$ cat src/rtl/rdc_pkg.sv
package rdc_pkg;

  localparam int unsigned VALUE_W    = 31;
  localparam int unsigned RADIX_W    = 5;
  localparam int unsigned DIGIT_W    = 4;
  localparam int unsigned MAX_DIGITS = 32;

  // Stack addressing: the depth counter must also hold MAX_DIGITS itself.
  localparam int unsigned ADDR_W  = $clog2(MAX_DIGITS);
  localparam int unsigned DEPTH_W = $clog2(MAX_DIGITS + 1);

  // Long division by the radix, a fixed number of quotient bits per cycle.
  localparam int unsigned REM_W          = DIGIT_W + 1;
  localparam int unsigned BITS_PER_CYCLE = 8;
  localparam int unsigned WORK_W         =
      ((VALUE_W + BITS_PER_CYCLE - 1) / BITS_PER_CYCLE) * BITS_PER_CYCLE;
  localparam int unsigned DIV_CYCLES     = WORK_W / BITS_PER_CYCLE;
  localparam int unsigned CNT_W          = $clog2(DIV_CYCLES);

  localparam logic [RADIX_W-1:0] RADIX_MIN = RADIX_W'(2);
  localparam logic [RADIX_W-1:0] RADIX_MAX = RADIX_W'(16);

  typedef struct packed {
    logic load;      // capture a new item and start dividing
    logic div_step;  // one step of the divider
    logic pop;       // read the top of the stack into the output register
    logic load_err;  // put the bad radix result into the output register
  } rdc_cmd_t;

  typedef struct packed {
    logic radix_bad;  // radix at the input lies outside the legal range
    logic last_step;  // this divider step finishes one digit
    logic quo_zero;   // quotient after this step is zero
    logic depth_one;  // exactly one digit left on the stack
    logic out_free;   // output register can take a new result this cycle
  } rdc_status_t;

endpackage

$ cat src/rtl/rdc_if.sv
interface rdc_in_if;
  import rdc_pkg::*;

  logic               valid;
  logic               ready;
  logic [VALUE_W-1:0] value;
  logic [RADIX_W-1:0] radix;

  modport source (output valid, output value, output radix, input ready);
  modport sink (input valid, input value, input radix, output ready);
endinterface

interface rdc_out_if;
  import rdc_pkg::*;

  logic               valid;
  logic               ready;
  logic [DIGIT_W-1:0] digit;
  logic               last_digit;
  logic               bad_radix;

  modport source (output valid, output digit, output last_digit, output bad_radix, input ready);
  modport sink (input valid, input digit, input last_digit, input bad_radix, output ready);
endinterface

$ cat src/rtl/rdc_datapath.sv
module rdc_datapath (
  input  logic                        clk_i,
  input  logic                        rst_ni,
  input  logic [rdc_pkg::VALUE_W-1:0] value_i,
  input  logic [rdc_pkg::RADIX_W-1:0] radix_i,
  input  rdc_pkg::rdc_cmd_t           cmd_i,
  output rdc_pkg::rdc_status_t        status_o,
  output logic                        out_valid_o,
  input  logic                        out_ready_i,
  output logic [rdc_pkg::DIGIT_W-1:0] digit_o,
  output logic                        last_digit_o,
  output logic                        bad_radix_o
);
  import rdc_pkg::*;

  logic [RADIX_W-1:0] radix_q;
  logic [WORK_W-1:0]  work_q, work_d;
  logic [REM_W-1:0]   rem_q, rem_d;
  logic [CNT_W-1:0]   cnt_q;
  logic [DEPTH_W-1:0] depth_q, depth_dec;
  logic [ADDR_W-1:0]  wr_addr, rd_addr;
  logic [DIGIT_W-1:0] stack_q [MAX_DIGITS];
  logic [DIGIT_W-1:0] digit_q;
  logic               last_q, bad_q, out_valid_q;
  logic               last_step, push, load_out;

  // Restoring division, MSB first. The remainder stays below the radix, so
  // after each shift it fits in REM_W bits.
  always_comb begin
    logic [WORK_W-1:0] w;
    logic [REM_W-1:0]  r;
    logic              ge;
    w  = work_q;
    r  = rem_q;
    ge = 1'b0;
    for (int i = 0; i < BITS_PER_CYCLE; i++) begin
      r  = {r[REM_W-2:0], w[WORK_W-1]};
      ge = (r >= REM_W'(radix_q));
      w  = {w[WORK_W-2:0], ge};
      if (ge) begin
        r = r - REM_W'(radix_q);
      end
    end
    work_d = w;
    rem_d  = r;
  end

  assign last_step = (cnt_q == CNT_W'(DIV_CYCLES - 1));
  assign push      = cmd_i.div_step && last_step && (depth_q < DEPTH_W'(MAX_DIGITS));
  assign depth_dec = depth_q - DEPTH_W'(1);
  assign wr_addr   = depth_q[ADDR_W-1:0];
  assign rd_addr   = depth_dec[ADDR_W-1:0];
  assign load_out  = cmd_i.pop || cmd_i.load_err;

  always_ff @(posedge clk_i or negedge rst_ni) begin
    if (!rst_ni) begin
      cnt_q       <= '0;
      depth_q     <= '0;
      out_valid_q <= 1'b0;
    end else begin
      if (cmd_i.load) begin
        cnt_q   <= '0;
        depth_q <= '0;
      end else if (cmd_i.div_step) begin
        cnt_q <= cnt_q + CNT_W'(1);
        if (push) begin
          depth_q <= depth_q + DEPTH_W'(1);
        end
      end else if (cmd_i.pop) begin
        depth_q <= depth_dec;
      end
      if (load_out) begin
        out_valid_q <= 1'b1;
      end else if (out_ready_i) begin
        out_valid_q <= 1'b0;
      end
    end
  end

  always_ff @(posedge clk_i) begin
    if (cmd_i.load) begin
      radix_q <= radix_i;
      work_q  <= WORK_W'(value_i);
      rem_q   <= '0;
    end else if (cmd_i.div_step) begin
      work_q <= work_d;
      rem_q  <= last_step ? '0 : rem_d;
    end
  end

  // Digit stack; the read data register doubles as the output register.
  always_ff @(posedge clk_i) begin
    if (push) begin
      stack_q[wr_addr] <= rem_d[DIGIT_W-1:0];
    end
  end

  always_ff @(posedge clk_i) begin
    if (cmd_i.pop) begin
      digit_q <= stack_q[rd_addr];
      last_q  <= (depth_q == DEPTH_W'(1));
      bad_q   <= 1'b0;
    end else if (cmd_i.load_err) begin
      digit_q <= '0;
      last_q  <= 1'b1;
      bad_q   <= 1'b1;
    end
  end

  assign status_o.radix_bad = (radix_i < RADIX_MIN) || (radix_i > RADIX_MAX);
  assign status_o.last_step = last_step;
  assign status_o.quo_zero  = (work_d == '0);
  assign status_o.depth_one = (depth_q == DEPTH_W'(1));
  assign status_o.out_free  = !out_valid_q || out_ready_i;

  assign out_valid_o  = out_valid_q;
  assign digit_o      = digit_q;
  assign last_digit_o = last_q;
  assign bad_radix_o  = bad_q;

endmodule

$ cat src/rtl/rdc_controller.sv
module rdc_controller (
  input  logic                 clk_i,
  input  logic                 rst_ni,
  input  logic                 in_valid_i,
  output logic                 in_ready_o,
  input  rdc_pkg::rdc_status_t status_i,
  output rdc_pkg::rdc_cmd_t    cmd_o
);
  import rdc_pkg::*;

  typedef enum logic [3:0] {
    ST_IDLE = 4'b0001,
    ST_DIV  = 4'b0010,
    ST_POP  = 4'b0100,
    ST_ERR  = 4'b1000
  } rdc_state_e;

  rdc_state_e state_q, state_d;

  always_comb begin
    state_d    = state_q;
    in_ready_o = 1'b0;
    cmd_o      = '0;
    unique case (state_q)
      ST_IDLE: begin
        in_ready_o = 1'b1;
        if (in_valid_i) begin
          if (status_i.radix_bad) begin
            state_d = ST_ERR;
          end else begin
            cmd_o.load = 1'b1;
            state_d    = ST_DIV;
          end
        end
      end
      ST_DIV: begin
        cmd_o.div_step = 1'b1;
        if (status_i.last_step && status_i.quo_zero) begin
          state_d = ST_POP;
        end
      end
      ST_POP: begin
        if (status_i.out_free) begin
          cmd_o.pop = 1'b1;
          if (status_i.depth_one) begin
            state_d = ST_IDLE;
          end
        end
      end
      ST_ERR: begin
        if (status_i.out_free) begin
          cmd_o.load_err = 1'b1;
          state_d        = ST_IDLE;
        end
      end
      default: begin
        state_d = ST_IDLE;
      end
    endcase
  end

  always_ff @(posedge clk_i or negedge rst_ni) begin
    if (!rst_ni) begin
      state_q <= ST_IDLE;
    end else begin
      state_q <= state_d;
    end
  end

endmodule

$ cat src/rtl/radix_digit_converter.sv
// Integer radix converter. The input channel carries a 31-bit unsigned value
// and a radix; the output channel returns the digits of the value in that
// radix, most significant first, one digit per transfer, with last_digit set
// on the final one. A zero value gives the single digit 0. A radix outside
// 2..16 gives one result with bad_radix and last_digit set and digit 0.
// The value is divided by the radix in a shared long-division unit that
// resolves 8 quotient bits per cycle, and the remainder of each digit is
// pushed on a 32-entry digit stack. The stack is then popped through its
// single read port, one digit per cycle into the output register while that
// register is free. One item is worked on at a time; the next is accepted as
// soon as the last digit has left the stack, while that digit may still wait
// in the output register. When the receiver stalls, the pop sequence holds
// and the pending result stays stable on the output channel. Reset returns
// the controller to idle and empties the stack and the output register.
module radix_digit_converter (
  input  logic      clk_i,
  input  logic      rst_ni,
  rdc_in_if.sink    in_i,
  rdc_out_if.source out_o
);
  import rdc_pkg::*;

  rdc_cmd_t    cmd;
  rdc_status_t status;

  rdc_controller u_controller (
    .clk_i      (clk_i),
    .rst_ni     (rst_ni),
    .in_valid_i (in_i.valid),
    .in_ready_o (in_i.ready),
    .status_i   (status),
    .cmd_o      (cmd)
  );

  rdc_datapath u_datapath (
    .clk_i        (clk_i),
    .rst_ni       (rst_ni),
    .value_i      (in_i.value),
    .radix_i      (in_i.radix),
    .cmd_i        (cmd),
    .status_o     (status),
    .out_valid_o  (out_o.valid),
    .out_ready_i  (out_o.ready),
    .digit_o      (out_o.digit),
    .last_digit_o (out_o.last_digit),
    .bad_radix_o  (out_o.bad_radix)
  );

endmodule

$ cat src/flat_wrapper.sv
// flat-port wrapper written by rule: the top's interface ports become plain ports
module radix_digit_converter_flat import rdc_pkg::*;
  (clk_i, rst_ni, in_i_valid, in_i_value, in_i_radix, in_i_ready, out_o_valid, out_o_digit, out_o_last_digit, out_o_bad_radix, out_o_ready);
  rdc_in_if in_i_i ();
  rdc_out_if out_o_i ();
  input  logic clk_i;
  input  logic rst_ni;
  input wire logic [$bits(in_i_i.valid)-1:0] in_i_valid;
  input wire logic [$bits(in_i_i.value)-1:0] in_i_value;
  input wire logic [$bits(in_i_i.radix)-1:0] in_i_radix;
  output wire logic [$bits(in_i_i.ready)-1:0] in_i_ready;
  output wire logic [$bits(out_o_i.valid)-1:0] out_o_valid;
  output wire logic [$bits(out_o_i.digit)-1:0] out_o_digit;
  output wire logic [$bits(out_o_i.last_digit)-1:0] out_o_last_digit;
  output wire logic [$bits(out_o_i.bad_radix)-1:0] out_o_bad_radix;
  input wire logic [$bits(out_o_i.ready)-1:0] out_o_ready;
  assign in_i_i.valid = in_i_valid;
  assign in_i_i.value = in_i_value;
  assign in_i_i.radix = in_i_radix;
  assign in_i_ready = in_i_i.ready;
  assign out_o_valid = out_o_i.valid;
  assign out_o_digit = out_o_i.digit;
  assign out_o_last_digit = out_o_i.last_digit;
  assign out_o_bad_radix = out_o_i.bad_radix;
  assign out_o_i.ready = out_o_ready;
  radix_digit_converter u_core (.clk_i(clk_i), .rst_ni(rst_ni), .in_i(in_i_i), .out_o(out_o_i));
endmodule
$ cat config.mk
export PLATFORM = sky130hd
export DESIGN_NAME = radix_digit_converter_flat
export DESIGN_NICKNAME = d
export VERILOG_FILES = /design/src/rtl/rdc_pkg.sv /design/src/rtl/rdc_if.sv /design/src/rtl/rdc_datapath.sv /design/src/rtl/rdc_controller.sv /design/src/rtl/radix_digit_converter.sv /design/src/flat_wrapper.sv
export SDC_FILE = /design/constraint.sdc
export NUM_CORES = 1
export LEC_CHECK = 0
export BUFFER_PORTS_ARGS = -buffer_cell sky130_fd_sc_hd__clkbuf_2
export CAP_MARGIN = 30
export CORE_UTILIZATION = 38
export DETAILED_ROUTE_END_ITERATION = 8
export HOLD_SLACK_MARGIN = 0.1
export PLACE_DENSITY = 0.66
export SYNTH_ARGS = -nofsm -noshare
export SYNTH_HDL_FRONTEND = slang
export SYNTH_SLANG_ARGS = --single-unit
$ cat constraint.sdc
create_clock -name clk_i -period 12.2 [get_ports clk_i]
set_input_delay 1.83 -clock clk_i [delete_from_list [all_inputs] [get_ports clk_i]]
set_output_delay 1.83 -clock clk_i [all_outputs]
set_load 0.02 [all_outputs]
; ---- Yosys cells after proc, flatten, opt, wreduce, memory -nomap -nowiden
; Memories as Yosys holds them, arrays and structs flattened.
; Index checks and enable logic that the tools add are counted.
[classes]
reduce_logical = 14
eq_ne = 12
muxes = 40
order_cmp = 11
n_addsub = 11
[ops]
columns = operator, n
row1 = $mux 4, 17
row2 = $mux 31, 2
row3 = $ge 5x5->1, 8
row4 = $logic_not 32->1, 1
row5 = $sub 4x4->4, 8
row6 = $mux 6, 4
row7 = $pmux 4 s4, 1
row8 = $mux 1, 14
row9 = $add 6x1->6 const B, 1
row10 = $eq 6x1->1 const B, 1
row11 = $lt 6x6->1 const B, 1
row12 = $ne 2x1->1 const B, 3
row13 = $reduce_bool 2->1, 3
row14 = $sub 6x1->6 const B, 1
row15 = $gt 5x5->1 const B, 1
row16 = $lt 5x2->1 const B, 1
row17 = $reduce_and 5->1, 1
row18 = $eq 4x1->1 const B, 1
row19 = $eq 4x2->1 const B, 1
row20 = $eq 4x3->1 const B, 1
row21 = $eq 4x4->1 const B, 1
row22 = $mux 2, 2
row23 = $ne 2x2->1 const B, 2
row24 = $logic_and 1x1->1, 3
row25 = other kinds (7), 9
[word_totals]
regBits = 60
ramBits = 128
memories = 1
wordCells = 100
in_bits = 40
[mem_list]
columns = name, words, width, read_ports, rd_clocked_by_memory_dff, write_ports, line_no
row1 = u_core.u_datapath.stack_q, 32, 4, 1, 0, 1, rdc_datapath.sv:22  ; logic [DIGIT_W-1:0] stack_q [MAX_DIGITS];

; ---- Depth between registers and ports, before layout
; Gate-level depths: netlist of run 1.
[depth]
depth_word = 19
ltp_mapped = 51

; ---- By module
; Synthesis of run 1 repeated with hierarchy kept, for this count alone.
[hier_totals]
hier_cells = 680
area_unflattened_um2 = 9746.8
[by_module_without_submodules]
columns = module, cells_per_inst, area_per_inst_um2, n_inst
row1 = rdc_datapath, 654, 9484.1, 1
row2 = rdc_controller, 26, 262.8, 1

; ---- Least setup slack after synthesis of run 1
; OpenSTA, ideal clock, no wires.
[synth_path]
kind = register to register
start = register u_core.u_datapath.radix_q[1]
end = memory u_core.u_datapath.stack_q[0][0], data pin
slack_ns = 0.515
stages_incl_launch_ff = 45
required_time_ns = 11.736
n_path_buf = 2
t_arrival_ns = 11.221
cell_sequence = edfxtp_1 inv_1 ha_1 nand2_1 o21a_1 o21ai_1 mux2_2 ha_1 nand3_1 nand2_1 a211o_1 buf_2 mux2i_1 ha_1 a21o_1 a31oi_1 o21ai_1 mux2_2 [... 9 more ...] o211ai_1 o311ai_0 ha_1 a21oi_1 o21ai_1 nor2_1 nor2_1 ha_1 a21o_1 a31oi_1 o21ai_2 or2_2 o21a_1 ha_1 and3_1 a221o_1 a21oi_2 o21ai_0
[synth_between]
elab_chain_len = 16
word_cells_on_any_way = 23
[synth_rtl]
columns = item, line_no
row1 = from (decl), rdc_datapath.sv:16  ; logic [RADIX_W-1:0] radix_q;
row2 = from (signal assigned), rdc_datapath.sv:82  ; radix_q <= radix_i;
row3 = $sub 4x4->4 / $ge 5x5->1 (equally long branches), "rdc_datapath.sv:41, rdc_datapath.sv:38"
row4 = $mux 4, rdc_datapath.sv:40  ; if (ge) begin
row5 = $sub 4x4->4 / $ge 5x5->1 (equally long branches), "rdc_datapath.sv:41, rdc_datapath.sv:38"
row6 = $mux 4, rdc_datapath.sv:40
row7 = $sub 4x4->4 / $ge 5x5->1 (equally long branches), "rdc_datapath.sv:41, rdc_datapath.sv:38"
row8 = $mux 4, rdc_datapath.sv:40
row9 = $ge 5x5->1 / $sub 4x4->4 (equally long branches), "rdc_datapath.sv:38, rdc_datapath.sv:41"
row10 = $mux 4, rdc_datapath.sv:40
row11 = $sub 4x4->4 / $ge 5x5->1 (equally long branches), "rdc_datapath.sv:41, rdc_datapath.sv:38"
row12 = $mux 4, rdc_datapath.sv:40
row13 = $sub 4x4->4 / $ge 5x5->1 (equally long branches), "rdc_datapath.sv:41, rdc_datapath.sv:38"
row14 = $mux 4, rdc_datapath.sv:40
row15 = $sub 4x4->4 / $ge 5x5->1 (equally long branches), "rdc_datapath.sv:41, rdc_datapath.sv:38"
row16 = $mux 4, rdc_datapath.sv:40
row17 = $ge 5x5->1 (*), rdc_datapath.sv:38  ; ge = (r >= REM_W'(radix_q));
row18 = $mux 4 (*), rdc_datapath.sv:40
row19 = via u_core.u_datapath.rem_d[0], rdc_datapath.sv:18  ; logic [REM_W-1:0] rem_q, rem_d;
row20 = to (decl), rdc_datapath.sv:22
; Mark *: on every way through the listed nets, which the timed path passes. The rest lies on a longest branch.

; ---- Worst setup path in the final report of run 1
[layout_path]
start = register u_core.u_datapath.radix_q[2]
end = register u_core.u_datapath.rem_q[2]
[layout_between]
elab_chain_len = 17
word_cells_on_any_way = 25
[layout_rtl]
columns = item, line_no
row1 = $sub 4x4->4 / $ge 5x5->1 (equally long branches), "rdc_datapath.sv:41, rdc_datapath.sv:38"
row2 = $mux 4, rdc_datapath.sv:40
row3 = $sub 4x4->4 / $ge 5x5->1 (equally long branches), "rdc_datapath.sv:41, rdc_datapath.sv:38"
row4 = $mux 4, rdc_datapath.sv:40
row5 = $ge 5x5->1 / $sub 4x4->4 (equally long branches), "rdc_datapath.sv:38, rdc_datapath.sv:41"
row6 = $mux 4, rdc_datapath.sv:40
row7 = $sub 4x4->4 / $ge 5x5->1 (equally long branches), "rdc_datapath.sv:41, rdc_datapath.sv:38"
row8 = $mux 4, rdc_datapath.sv:40
row9 = [... 2 more ...], --
row10 = $sub 4x4->4 / $ge 5x5->1 (equally long branches), "rdc_datapath.sv:41, rdc_datapath.sv:38"
row11 = $mux 4, rdc_datapath.sv:40
row12 = $ge 5x5->1 / $sub 4x4->4 (equally long branches), "rdc_datapath.sv:38, rdc_datapath.sv:41"
row13 = $mux 4, rdc_datapath.sv:40
row14 = $sub 4x4->4 / $ge 5x5->1 (equally long branches), "rdc_datapath.sv:41, rdc_datapath.sv:38"
row15 = $mux 4 (*), rdc_datapath.sv:40
row16 = via u_core.u_datapath.rem_d[2], rdc_datapath.sv:18
row17 = $mux 4 (*), rdc_datapath.sv:87  ; rem_q <= last_step ? '0 : rem_d;
row18 = to (signal assigned), rdc_datapath.sv:87
row19 = to (decl), rdc_datapath.sv:18
; Marked as above.
; A chain may end at the register's enable or synchronous reset.

==> flow_summary.rst, run 1 <==
.. list-table::
   :header-rows: 1

   * - Metric
     - Value
   * - Outcome
     - finished clean
   * - Fraction of final layout cells sized beyond drive strength 1
     - 0.186
   * - Layout area overhead
     - 13.2%
   * - Congestion Overflow GR
     - 0
   * - Top library cells by usage in the layout, fill and taps aside
     - 169 x edfxtp_1, 105 x nand2_1, 77 x nor2_1
   * - Number of buffer and inverter stages on the critical path
     - 3
   * - Total via count in the routed design
     - 5,964
   * - Final critical delay including setup and external delays
     - 11.30 ns
   * - Leading cell type in the layout, fill and taps excluded
     - edfxtp_1
   * - Largest buffer count on any clock path
     - 2
   * - Clock transition at the registers of the reported paths
     - 0.08 ns
   * - Largest net degree at the start of global routing
     - 45
   * - Post-synth top area share
     - 0.526
   * - Antenna violations before repair
     - 0
   * - Critical setup path kind
     - register to register
   * - Area of the die
     - 0.0260 mm²
   * - Arrival time at the worst endpoint
     - 11.63 ns
   * - Portion of the post-synthesis area used by sequential elements
     - 0.573
   * - Maximum cell stage delay along the critical path
     - 0.57 ns
   * - Number of flops mapped to enable cells by yosys
     - 169
   * - Max Freq
     - 0.0885 GHz
   * - Effective utilization at floorplan
     - 0.392
   * - Crit path capture type
     - register
   * - Number of antenna diodes
     - 0
   * - Tot GR Track Use
     - 0.162
   * - Post-Route WL
     - 20.3 mm
   * - Clock buffer count from CTS
     - 17
   * - WP data required
     - 12.53 ns
   * - CTS sink count
     - 188
   * - Post-synthesis mux area share
     - 0.122
   * - Max Transition Viols Final
     - 0
   * - Final setup vio count
     - 0
   * - Depth of the CTS H-tree
     - 4
   * - Insertion delay of the later-clocked pin in the worst-skew pair
     - 0.44 ns
   * - Clock tree from TritonCTS
     - built
   * - Top post-synthesis cells by area
     - edfxtp_1 53%, mux4_2 6.1%, ha_1 6.0%, nand2_1 4.1%, mux4_1 3.8%
   * - Net count of the mapped netlist
     - 817
   * - Library cell with the largest summed area after synthesis
     - edfxtp_1
   * - Actual slew at the worst max-slew pin
     - 0.849 ns
   * - Synthesized-area fraction occupied by ao, oa, aoi and oai cells
     - 0.0706
   * - Yosys warning total
     - 0
   * - Adder and majority cell fraction of the synthesized area
     - 0.0763
   * - Core area
     - 0.0246 mm²
   * - Final Wtd Congestion
     - 0.858
   * - Unrepaired setup endpoints after global routing
     - no
   * - Std-Cell Rows
     - 57
   * - Final hold violations
     - 0
   * - Placed inst area
     - 0.0103 mm²
   * - Iteration count of the initial detailed-routing pass
     - 7
   * - Fraction of registers with async set/reset
     - 0.0691
   * - Number of nets in the final layout
     - 878
   * - Post-synthesis simple-gate area fraction
     - 0.107
   * - Largest clock skew in the final design
     - 0.0117 ns
   * - Dominant delay contributor by cell family on the critical path
     - compound AO/OA/AOI/OAI gates
   * - Die H
     - 161 µm
   * - Worst path slowest cell
     - mux2_2
   * - Maximum fanout along the worst path
     - 33
   * - Horiz. Die Dim
     - 161 µm
   * - Post-route cell area
     - 0.0109 mm²
   * - Post-synthesis average cell area
     - 13.3 µm²
   * - Min-delay worst type
     - register to register
   * - Hold Worst Slack
     - 0.471 ns
   * - Critical Path Start Type
     - register
   * - Number of routed nets with antenna violations
     - 0
   * - Max-capacitance violation count
     - 0
   * - Cell repeated most along the worst path
     - ha_1
   * - Routed vias/inst
     - 5.33
   * - Combinational family with the most area after synthesis
     - multiplexers
   * - PortBufs
     - 47
   * - Cell count after synthesis
     - 723
   * - Final Cycle Share
     - 0.926
   * - Cell at the root of the clock tree
     - clkbuf_16
   * - Wire length of the first global-routing pass
     - 31.9 mm
   * - Top Ports
     - 48
   * - Sum of net half-perimeters after detailed placement
     - 14.3 mm
   * - Number of global-route vias before repair
     - 5,851
   * - Routed length per instance
     - 18.1 µm
   * - Unique cell type count in the Yosys netlist
     - 63
   * - # DRC
     - 0
   * - Netlist area before placement
     - 0.00964 mm²
   * - Normalized max-slew margin
     - 0.434
   * - DR iter-0 viols
     - 452
   * - Post-synthesis register bit count
     - 188
   * - Setup_tns
     - 0 ns
   * - Most frequently used flop master after synthesis
     - edfxtp_1
   * - Post-synthesis xor/xnor area fraction
     - 0.0218
[final timing paths]
path	cells past startpoint	startpoint	to	slack [ns]
setup / recovery	49	u_core.u_datapath.radix_q[2]	u_core.u_datapath.rem_q[2]	0.90
hold / removal	2	u_core.u_datapath.bad_radix_o	u_core.u_datapath.bad_radix_o	0.47
setup reg to reg	49	u_core.u_datapath.radix_q[2]	u_core.u_datapath.rem_q[2]	0.90
hold reg to reg	2	u_core.u_datapath.bad_radix_o	u_core.u_datapath.bad_radix_o	0.47
max in group asynchronous	1	rst_ni	u_core.u_controller.state_q[0]	10.60
min in group asynchronous	1	rst_ni	u_core.u_controller.state_q[1]	1.29
[flip-flops by register name, indices dropped and copies added, names as in the netlist]
| name | flops |
|---|---|
| u_core.u_datapath.work_q | 32 |
| u_core.u_datapath.rem_q | 4 |
| u_core.u_datapath.stack_q | 128 |
| u_core.u_datapath.out_valid_o | 1 |
| u_core.u_datapath.bad_radix_o | 1 |
| u_core.u_datapath.digit_o | 4 |
| u_core.u_datapath.depth_q | 6 |
| u_core.u_datapath.cnt_q | 2 |
| u_core.u_datapath.radix_q | 5 |
| u_core.u_datapath.last_digit_o | 1 |
| u_core.u_controller.state_q | 4 |
[synthesized netlist by cell type (all sizes together), types with 3 or more instances]
cell    count
o22ai       5
xor2        6
nor2       77
o21ai      16
inv        36
mux4       40
o21a        3
mux2        9
nor2b       3
nand3b      5
a22o        8
buf        12
a21o       18
edfxtp    169
mux2i      12
a211o       4
dfxtp       6
fa          8
ha         46
dfrtp      12
xnor2      18
nor3        5
nor4        5
nand3      10
a31oi       4
a21oi      28
or3b        3
clkbuf     11
nand2     105
nand2b      7
and3        5
[worst min-delay path, stage by stage, from the launching register on]
cell and delay, ns:
dfxtp_1 0.33, nand2_1 0.06, nand2_1 0.04
[layout make-up]
| cell class | count | area (µm²) |
|---|---|---|
| tap | 324 | 405 |
| inverter | 36 | 135 |
| fill | 2221 | 13700 |
| clock inverter | 14 | 169 |
| clock buffer | 17 | 425 |
| timing repair buffer | 66 | 398 |
| sequential | 188 | 5520 |
| multi-input combinational | 475 | 3850 |
[routing by layer]
| metal | share of wire | track usage | wire [µm] |
|---|---|---|---|
| met1 | 0.46 | 0.227 | 9320 |
| met2 | 0.49 | 0.265 | 9860 |
| met3 | 0.044 | 0.0216 | 891 |
| met4 | 0.011 | 0.0407 | 229 |
| met5 | 0 | 0 | 0 |
[cell families after synthesis]
logic type / count (synthesis)
buffers and inverters: 60
xor gates and xnor gates: 24
muxes: 61
AOI/OAI and AO/OA: 101
and+or+nand+nor: 235
adders and majority gates: 54
DFF: 188
[timing repair]
item,4_1_cts,5_1_grt
gates resized for setup,0,3
endpoints found under the setup margin,0,132
hold buffers,0,0
buffers inserted,0,0
[through the flow]
stage | setup WS, ns | cells | utilization
3_3_place_gp | 0.735 | 1088 | 0.418
4_1_cts | 0.361 | 1119 | 0.442
6_report | 0.899 | 1120 | 0.443
5_1_grt | 0.0487 | 1120 | 0.443
2_1_floorplan | 0.515 | 723 | -
3_5_place_dp | 0.406 | 1088 | 0.418
Power of run 1 is not shown: default switching activity piles up to over one toggle a cycle in this logic, so the estimate is an artifact.
==> run 2, diff against run 1 <==
==> constraint.sdc (replaced) <==
create_clock -name clk_i -period 12.2 [get_ports clk_i]
set_input_delay 0.61 -clock clk_i [delete_from_list [all_inputs] [get_ports clk_i]]
set_output_delay 0.61 -clock clk_i [all_outputs]
set_load 0.02 [all_outputs]
==> run 2 against run 1 <==
Net effect:
- die area unchanged
- clock skew increased by 0.0043 ns
- setup slack got worse by 0.073 ns
- sequential share of layout area about the same
- first-iteration DRC count increased by 6.2%
- worst hold slack got worse by 0.099 ns
- non-clock buffer count increased by 1
==> flow_summary.rst, run 2 (synthesized netlist as in run 1, its figures left out) <==
.. list-table::
   :header-rows: 1

   * - Metric
     - Value
   * - Actual slew at the worst max-slew pin
     - 0.848 ns
   * - Final Cycle Share
     - 0.932
   * - Normalized max-slew margin
     - 0.434
   * - Max Freq
     - 0.0879 GHz
   * - Area of the die
     - 0.0260 mm²
   * - Wire length of the first global-routing pass
     - 32.0 mm
   * - Tot GR Track Use
     - 0.162
   * - Largest registers
     - u_core.u_datapath.stack_q x128, u_core.u_datapath.work_q x32, u_core.u_datapath.depth_q x6
   * - Number of routed nets with antenna violations
     - 0
   * - Setup slack of the worst register-to-register path
     - 0.83 ns
   * - Filler instances
     - 2,219
   * - Routed length per instance
     - 18.2 µm
   * - Arrival time at the worst endpoint
     - 11.71 ns
   * - Depth of the CTS H-tree
     - 4
   * - Worst path slowest cell
     - mux2_2
   * - Clock tree from TritonCTS
     - built
   * - Horiz. Die Dim
     - 161 µm
   * - Top library cells by usage in the layout, fill and taps aside
     - 169 x edfxtp_1, 105 x nand2_1, 77 x nor2_1
   * - Leading cell type in the layout, fill and taps excluded
     - edfxtp_1
   * - Top Ports
     - 48
   * - Maximum cell stage delay along the critical path
     - 0.58 ns
   * - Hold path start
     - in_i_radix[3]
   * - Clock buffer count from CTS
     - 17
   * - Antenna violations before repair
     - 0
   * - Startpoint of the most critical setup path
     - u_core.u_datapath.radix_q[2]
   * - Number of global-route vias before repair
     - 5,857
   * - Unrepaired setup endpoints after global routing
     - no
   * - Final Wtd Congestion
     - 0.858
   * - Effective utilization at floorplan
     - 0.392
   * - Final hold violations
     - 0
   * - Area of combinational cells with multiple inputs
     - 0.00385 mm²
   * - Core area
     - 0.0246 mm²
   * - Die H
     - 161 µm
   * - Critical setup path kind
     - register to register
   * - R2R Path Start
     - u_core.u_datapath.radix_q[2]
   * - Post-Route WL
     - 20.4 mm
   * - Total via count in the routed design
     - 5,947
   * - Final critical delay including setup and external delays
     - 11.37 ns
   * - Cell at the root of the clock tree
     - clkbuf_16
   * - Flip-flop count of the largest register, all copies and words added
     - 128
   * - Cell repeated most along the worst path
     - ha_1
   * - Critical Path Start Type
     - register
   * - Worst min-delay path endpoint
     - u_core.u_datapath.radix_q[3]
   * - WP data required
     - 12.54 ns
   * - Number of antenna diodes
     - 0
   * - PortBufs
     - 47
   * - Outcome
     - finished clean
   * - Insertion delay of the later-clocked pin in the worst-skew pair
     - 0.44 ns
   * - Number of cells on the worst hold path
     - 1
   * - Largest clock skew in the final design
     - 0.0160 ns
   * - Fraction of final layout cells sized beyond drive strength 1
     - 0.186
   * - Max-capacitance violation count
     - 0
   * - Layout area overhead
     - 13.3%
   * - # DRC
     - 0
   * - Setup_tns
     - 0 ns
   * - Worst R2R End
     - u_core.u_datapath.rem_q[2]
   * - Number of setup buffers added after CTS
     - 0
   * - Clock transition at the registers of the reported paths
     - 0.08 ns
   * - Cell count of the worst reg-to-reg path
     - 49
   * - Std-Cell Rows
     - 57
   * - Routed vias/inst
     - 5.31
   * - Final setup vio count
     - 0
   * - CTS sink count
     - 188
   * - Crit path capture type
     - register
   * - Max Transition Viols Final
     - 0
   * - Min-delay worst type
     - input pin to register
   * - Largest net degree at the start of global routing
     - 45
   * - Sum of net half-perimeters after detailed placement
     - 14.3 mm
   * - Area taken by flip-flops and latches
     - 0.00552 mm²
   * - DR iter-0 viols
     - 480
   * - Largest buffer count on any clock path
     - 2
   * - Number of nets in the final layout
     - 879
   * - Maximum fanout along the worst path
     - 33
   * - Iteration count of the initial detailed-routing pass
     - 5
   * - Congestion Overflow GR
     - 0
   * - Most flop-heavy register
     - u_core.u_datapath.stack_q
run 2: cell count changes in the layout (fill, tap and decap cells not counted):
cell,delta
dlygate4sd3_1,+1
run 2: cell type report:
class | count | share of cell area
clock buffers | 17 | 0.0390
multi-input cells | 475 | 0.353
well taps | 324 | 0.0371
clock inverters | 14 | 0.0155
repair buffers | 67 | 0.0374
flip-flops and latches | 188 | 0.506
inverters | 36 | 0.0124
run 2: layer usage:
metal	up-vias	track usage	share of wire	wire [µm]
li1	2834	-	-	-
met3	12	0.0216	0.042	859
met4	0	0.0407	0.0086	176
met2	146	0.265	0.49	9910
met5	-	0	0	0
met1	2955	0.227	0.46	9450
run 2: what timing repair did:
action | 4_1_cts | 5_1_grt
hold buffers | 1 | 0
endpoints found under the hold margin | 12 | 0
endpoints found under the setup margin | 0 | 132
resized for setup | 0 | 3
run 2: worst max-delay path, delay by kind of cell, from the launching register on:
kind                       cells  cell delay, ns
DFF                            1            0.34
muxes                          3            1.37
adders and majority gates      8            2.56
AOI/OAI and AO/OA             25            4.88
and+or+nand+nor               10            1.63
buffers and inverters          3            0.45
run 2: worst max path at each step:
| stage | endpoint | slack, ns | depth (start not counted) |
|---|---|---|---|
| after detailed placement | u_core.u_datapath.stack_q[25][3] | 0.41 | 44 |
| after global routing | u_core.u_datapath.rem_q[2] | 0.05 | 47 |
| after global placement | u_core.u_datapath.stack_q[25][3] | 0.74 | 43 |
| final | u_core.u_datapath.rem_q[2] | 0.83 | 49 |
| after CTS | u_core.u_datapath.stack_q[7][3] | 0.36 | 44 |
| after floorplan | u_core.u_datapath.stack_q[0][0] | 0.52 | 44 |
run 2: per-stage QoR:
step	hold WS (ns)	instances	instance area, µm²	utilization	worst slack [ns]
after global routing	0.372	1121	10900	0.444	0.0487
after floorplan	0.314	723	9640	-	0.515
final	0.373	1121	10900	0.444	0.827
after detailed placement	0.475	1088	10300	0.418	0.406
after global placement	0.443	1088	10300	0.418	0.735
after CTS	0.372	1120	10900	0.442	0.361
Power of run 2 is left out for the same reason.
==> run 3, diff against run 2 <==
Settings changed: SYNTH_HIERARCHICAL from default to 1.
==> run 3 against run 2 <==
Net effect:
- critical path depth down 1
- fmax rose by 1.2%
- worst hold slack lost 0.0018 ns
- global-route usage grew 0.32 points
- critical path type unchanged
==> flow_summary.rst, run 3 <==
.. list-table::
   :header-rows: 1

   * - Metric
     - Value
   * - Outcome
     - finished clean
   * - Met2 wire length
     - 9.71 mm
   * - Worst R2R End
     - u_core/u_controller/state_q[1]
   * - Cell count after synthesis
     - 680
   * - Post-Route WL
     - 20.5 mm
   * - Depth of the CTS H-tree
     - 4
   * - Congestion Overflow GR
     - 0
   * - Setup slack of the worst register-to-register path
     - 0.96 ns
   * - Final critical delay including setup and external delays
     - 11.24 ns
   * - Largest net degree at the start of global routing
     - 49
   * - Unrepaired setup endpoints after global routing
     - no
   * - VDD IR-drop max
     - 0.0710 mV
   * - Max Freq
     - 0.0890 GHz
   * - Number of nets in the final layout
     - 837
   * - Top post-synthesis cells by area
     - edfxtp_1 52%, ha_1 5.9%, mux4_2 5.1%, mux4_1 4.9%, mux2_2 4.4%
   * - Number of cells on the worst hold path
     - 1
   * - # DRC
     - 0
   * - Critical setup path kind
     - register to register
   * - Die H
     - 162 µm
   * - Filler instances
     - 2,216
   * - Post-synthesis register bit count
     - 188
   * - Iteration count of the initial detailed-routing pass
     - 5
   * - Normalized max-slew margin
     - 0.311
   * - Actual slew at the worst max-slew pin
     - 1.03 ns
   * - Maximum cell stage delay along the critical path
     - 0.55 ns
   * - Most frequently used flop master after synthesis
     - edfxtp_1
   * - Clock transition at the registers of the reported paths
     - 0.08 ns
   * - Antenna violations before repair
     - 0
   * - Effective utilization at floorplan
     - 0.387
   * - Library cell with the largest summed area after synthesis
     - edfxtp_1
   * - Unique cell type count in the Yosys netlist
     - 67
   * - Clock buffer count from CTS
     - 17
   * - Final Cycle Share
     - 0.921
   * - Met1 Wirelength
     - 9.41 mm
   * - CTS sink count
     - 188
   * - Post-synth top area share
     - 0.521
   * - Most repeated cell in the gate-level netlist after synthesis
     - edfxtp_1
   * - Min-delay worst type
     - input pin to register
   * - Horiz. Die Dim
     - 162 µm
   * - Clock tree from TritonCTS
     - built
   * - Netlist area before placement
     - 0.00975 mm²
   * - Number of routed nets with antenna violations
     - 0
   * - Combinational family with the most area after synthesis
     - multiplexers
   * - Layout area overhead
     - 14.4%
   * - PortBufs
     - 47
   * - Final setup vio count
     - 0
   * - Highest Signal Layer
     - met4
   * - Area of the die
     - 0.0263 mm²
   * - Post-synthesis mux area share
     - 0.156
   * - Max Transition Viols Final
     - 0
   * - Setup_tns
     - 0 ns
   * - Number of flops mapped to enable cells by yosys
     - 169
   * - Net count of the mapped netlist
     - 774
   * - R2R Path Start
     - u_core/u_datapath/radix_q[2]
   * - Cell repeated most along the worst path
     - ha_1
   * - Post-route insts no fill
     - 1,086
   * - Number of global-route vias before repair
     - 5,904
   * - Adder and majority cell fraction of the synthesized area
     - 0.0755
   * - Largest registers
     - u_core/u_datapath/stack_q x128, u_core/u_datapath/work_q x32, u_core/u_datapath/depth_q x6
   * - Wire length of the first global-routing pass
     - 32.7 mm
   * - Fraction of final layout cells sized beyond drive strength 1
     - 0.247
   * - Power density of the placed cells
     - 113 mW/mm²
   * - Routed length per instance
     - 18.8 µm
   * - Placed instance count
     - 1,046
   * - Final Wtd Congestion
     - 0.823
   * - Sum of net half-perimeters after detailed placement
     - 14.1 mm
   * - Cell count of the worst reg-to-reg path
     - 48
   * - WL met3
     - 980 µm
   * - WP data required
     - 12.50 ns
   * - DR iter-0 viols
     - 515
   * - Crit path capture type
     - register
   * - Most flop-heavy register
     - u_core/u_datapath/stack_q
   * - Flip-flop count of the largest register, all copies and words added
     - 128
   * - Max-capacitance violation count
     - 0
   * - Leading post-synthesis cells by instance count
     - 169 x edfxtp_1, 61 x nor2_1, 46 x ha_1
   * - Worst path slowest cell
     - or4_1
   * - Largest buffer count on any clock path
     - 2
   * - Yosys warning total
     - 6
   * - Synthesized-area fraction occupied by ao, oa, aoi and oai cells
     - 0.0697
   * - Post-synthesis xor/xnor area fraction
     - 0.0198
   * - Final hold violations
     - 0
   * - Maximum fanout along the worst path
     - 11
   * - Hold path start
     - in_i_radix[3]
   * - Portion of the post-synthesis area used by sequential elements
     - 0.566
   * - Post-synthesis average cell area
     - 14.3 µm²
   * - Routed vias/inst
     - 5.39
   * - Critical Path Start Type
     - register
   * - Cell at the root of the clock tree
     - clkbuf_16
   * - Total via count in the routed design
     - 5,851
   * - Worst min-delay path endpoint
     - u_core/u_datapath/radix_q[3]
   * - Std-Cell Rows
     - 58
   * - Leading cell type in the layout, fill and taps excluded
     - edfxtp_1
   * - Core area
     - 0.0252 mm²
   * - Post-synthesis simple-gate area fraction
     - 0.0855
   * - Tot GR Track Use
     - 0.165
   * - Top Ports
     - 48
   * - Top library cells by usage in the layout, fill and taps aside
     - 169 x edfxtp_1, 59 x nor2_1, 47 x clkbuf_2
   * - P_leak
     - 4.21 nW
   * - Largest clock skew in the final design
     - 0.0131 ns
   * - Number of antenna diodes
     - 0
   * - Fraction of registers with async set/reset
     - 0.0691
   * - Insertion delay of the later-clocked pin in the worst-skew pair
     - 0.43 ns
   * - Arrival time at the worst endpoint
     - 11.53 ns
run 3: cell count changes in the layout (fill, tap and decap cells not counted), moves of 4 or more:
cell / before / now
a31o_2: 0 / 4
mux2_2: 9 / 37
mux4_1: 14 / 18
mux4_2: 26 / 22
nand2_1: 105 / 36
nand3_1: 10 / 6
nor2_1: 77 / 59
nor2b_1: 3 / 7
nor3_1: 5 / 9
o21ai_0: 8 / 14
o22ai_1: 4 / 0
o31ai_1: 2 / 7
run 3: what timing repair did:
item / in CTS / in global routing
setup buffers: 0 / 7
gates resized for setup: 0 / 12
endpoints found under the setup margin: 0 / 132
hold buffers: 1 / 0
endpoints found under the hold margin: 12 / 0
run 3: how the worst max path moves through the flow:
stage | cells past startpoint | startpoint | slack, ns | endpoint
after detailed placement | 46 | u_core/u_datapath/radix_q[2] | 0.46 | u_core/u_controller/state_q[1]
after CTS | 46 | u_core/u_datapath/radix_q[2] | 0.42 | u_core/u_controller/state_q[1]
after global routing | 51 | u_core/u_datapath/radix_q[2] | 0.004 | u_core/u_controller/state_q[1]
after global placement | 45 | u_core/u_datapath/radix_q[2] | 0.69 | u_core/u_controller/state_q[1]
final | 48 | u_core/u_datapath/radix_q[2] | 0.96 | u_core/u_controller/state_q[1]
after floorplan | 41 | u_core/u_datapath/radix_q[1] | 0.58 | u_core/u_datapath/stack_q[0][3]
run 3: stage by stage:
step	setup slack (ns)	hold slack [ns]	instance area, µm²	total power, mW	util
after floorplan	0.581	0.314	9750	0.706	-
after CTS	0.419	0.352	11000	1.27	0.438
after global placement	0.688	0.462	10400	0.714	0.412
after detailed placement	0.461	0.471	10400	0.714	0.414
after global routing	0.00377	0.356	11200	1.30	0.443
final	0.963	0.371	11200	1.26	0.443
run 3: cell type report:
type	instances	area, µm²	share of cell area
repair buffers	69	423	0.0379
flip-flops and latches	188	5520	0.495
well taps	330	413	0.0370
inverters	34	131	0.0118
clock buffers	17	425	0.0382
multi-input cells	433	4040	0.363
clock inverters	15	191	0.0172
run 3: kinds of logic after synthesis:
logic type,Yosys count
flops,188
simple gates,168
xor+xnor,22
buf+inv,59
compound gates,99
mux,90
fa+ha+maj,54
run 3: report_power, final:
group	switching (mW)	internal, mW
clock	0.279	0.281
sequential	0	0.691
combinational	0.00397	0.00502
total	0.283	0.977
run 3: worst max-delay path, delay by kind of cell, from the launching register on:
family                     cells  cell delay (ns)
and+or+nand+nor               14             2.69
DFF                            1             0.38
muxes                          3             1.09
buffers and inverters          4             0.66
adders and majority gates      8             2.52
AOI/OAI and AO/OA             19             3.79
run 3: routing by layer:
metal	track usage	up-vias
met5	0	-
met4	0.0587	0
met3	0.0281	29
met2	0.266	152
met1	0.225	2903
li1	-	2767
Power figures use the tool's default switching activity.
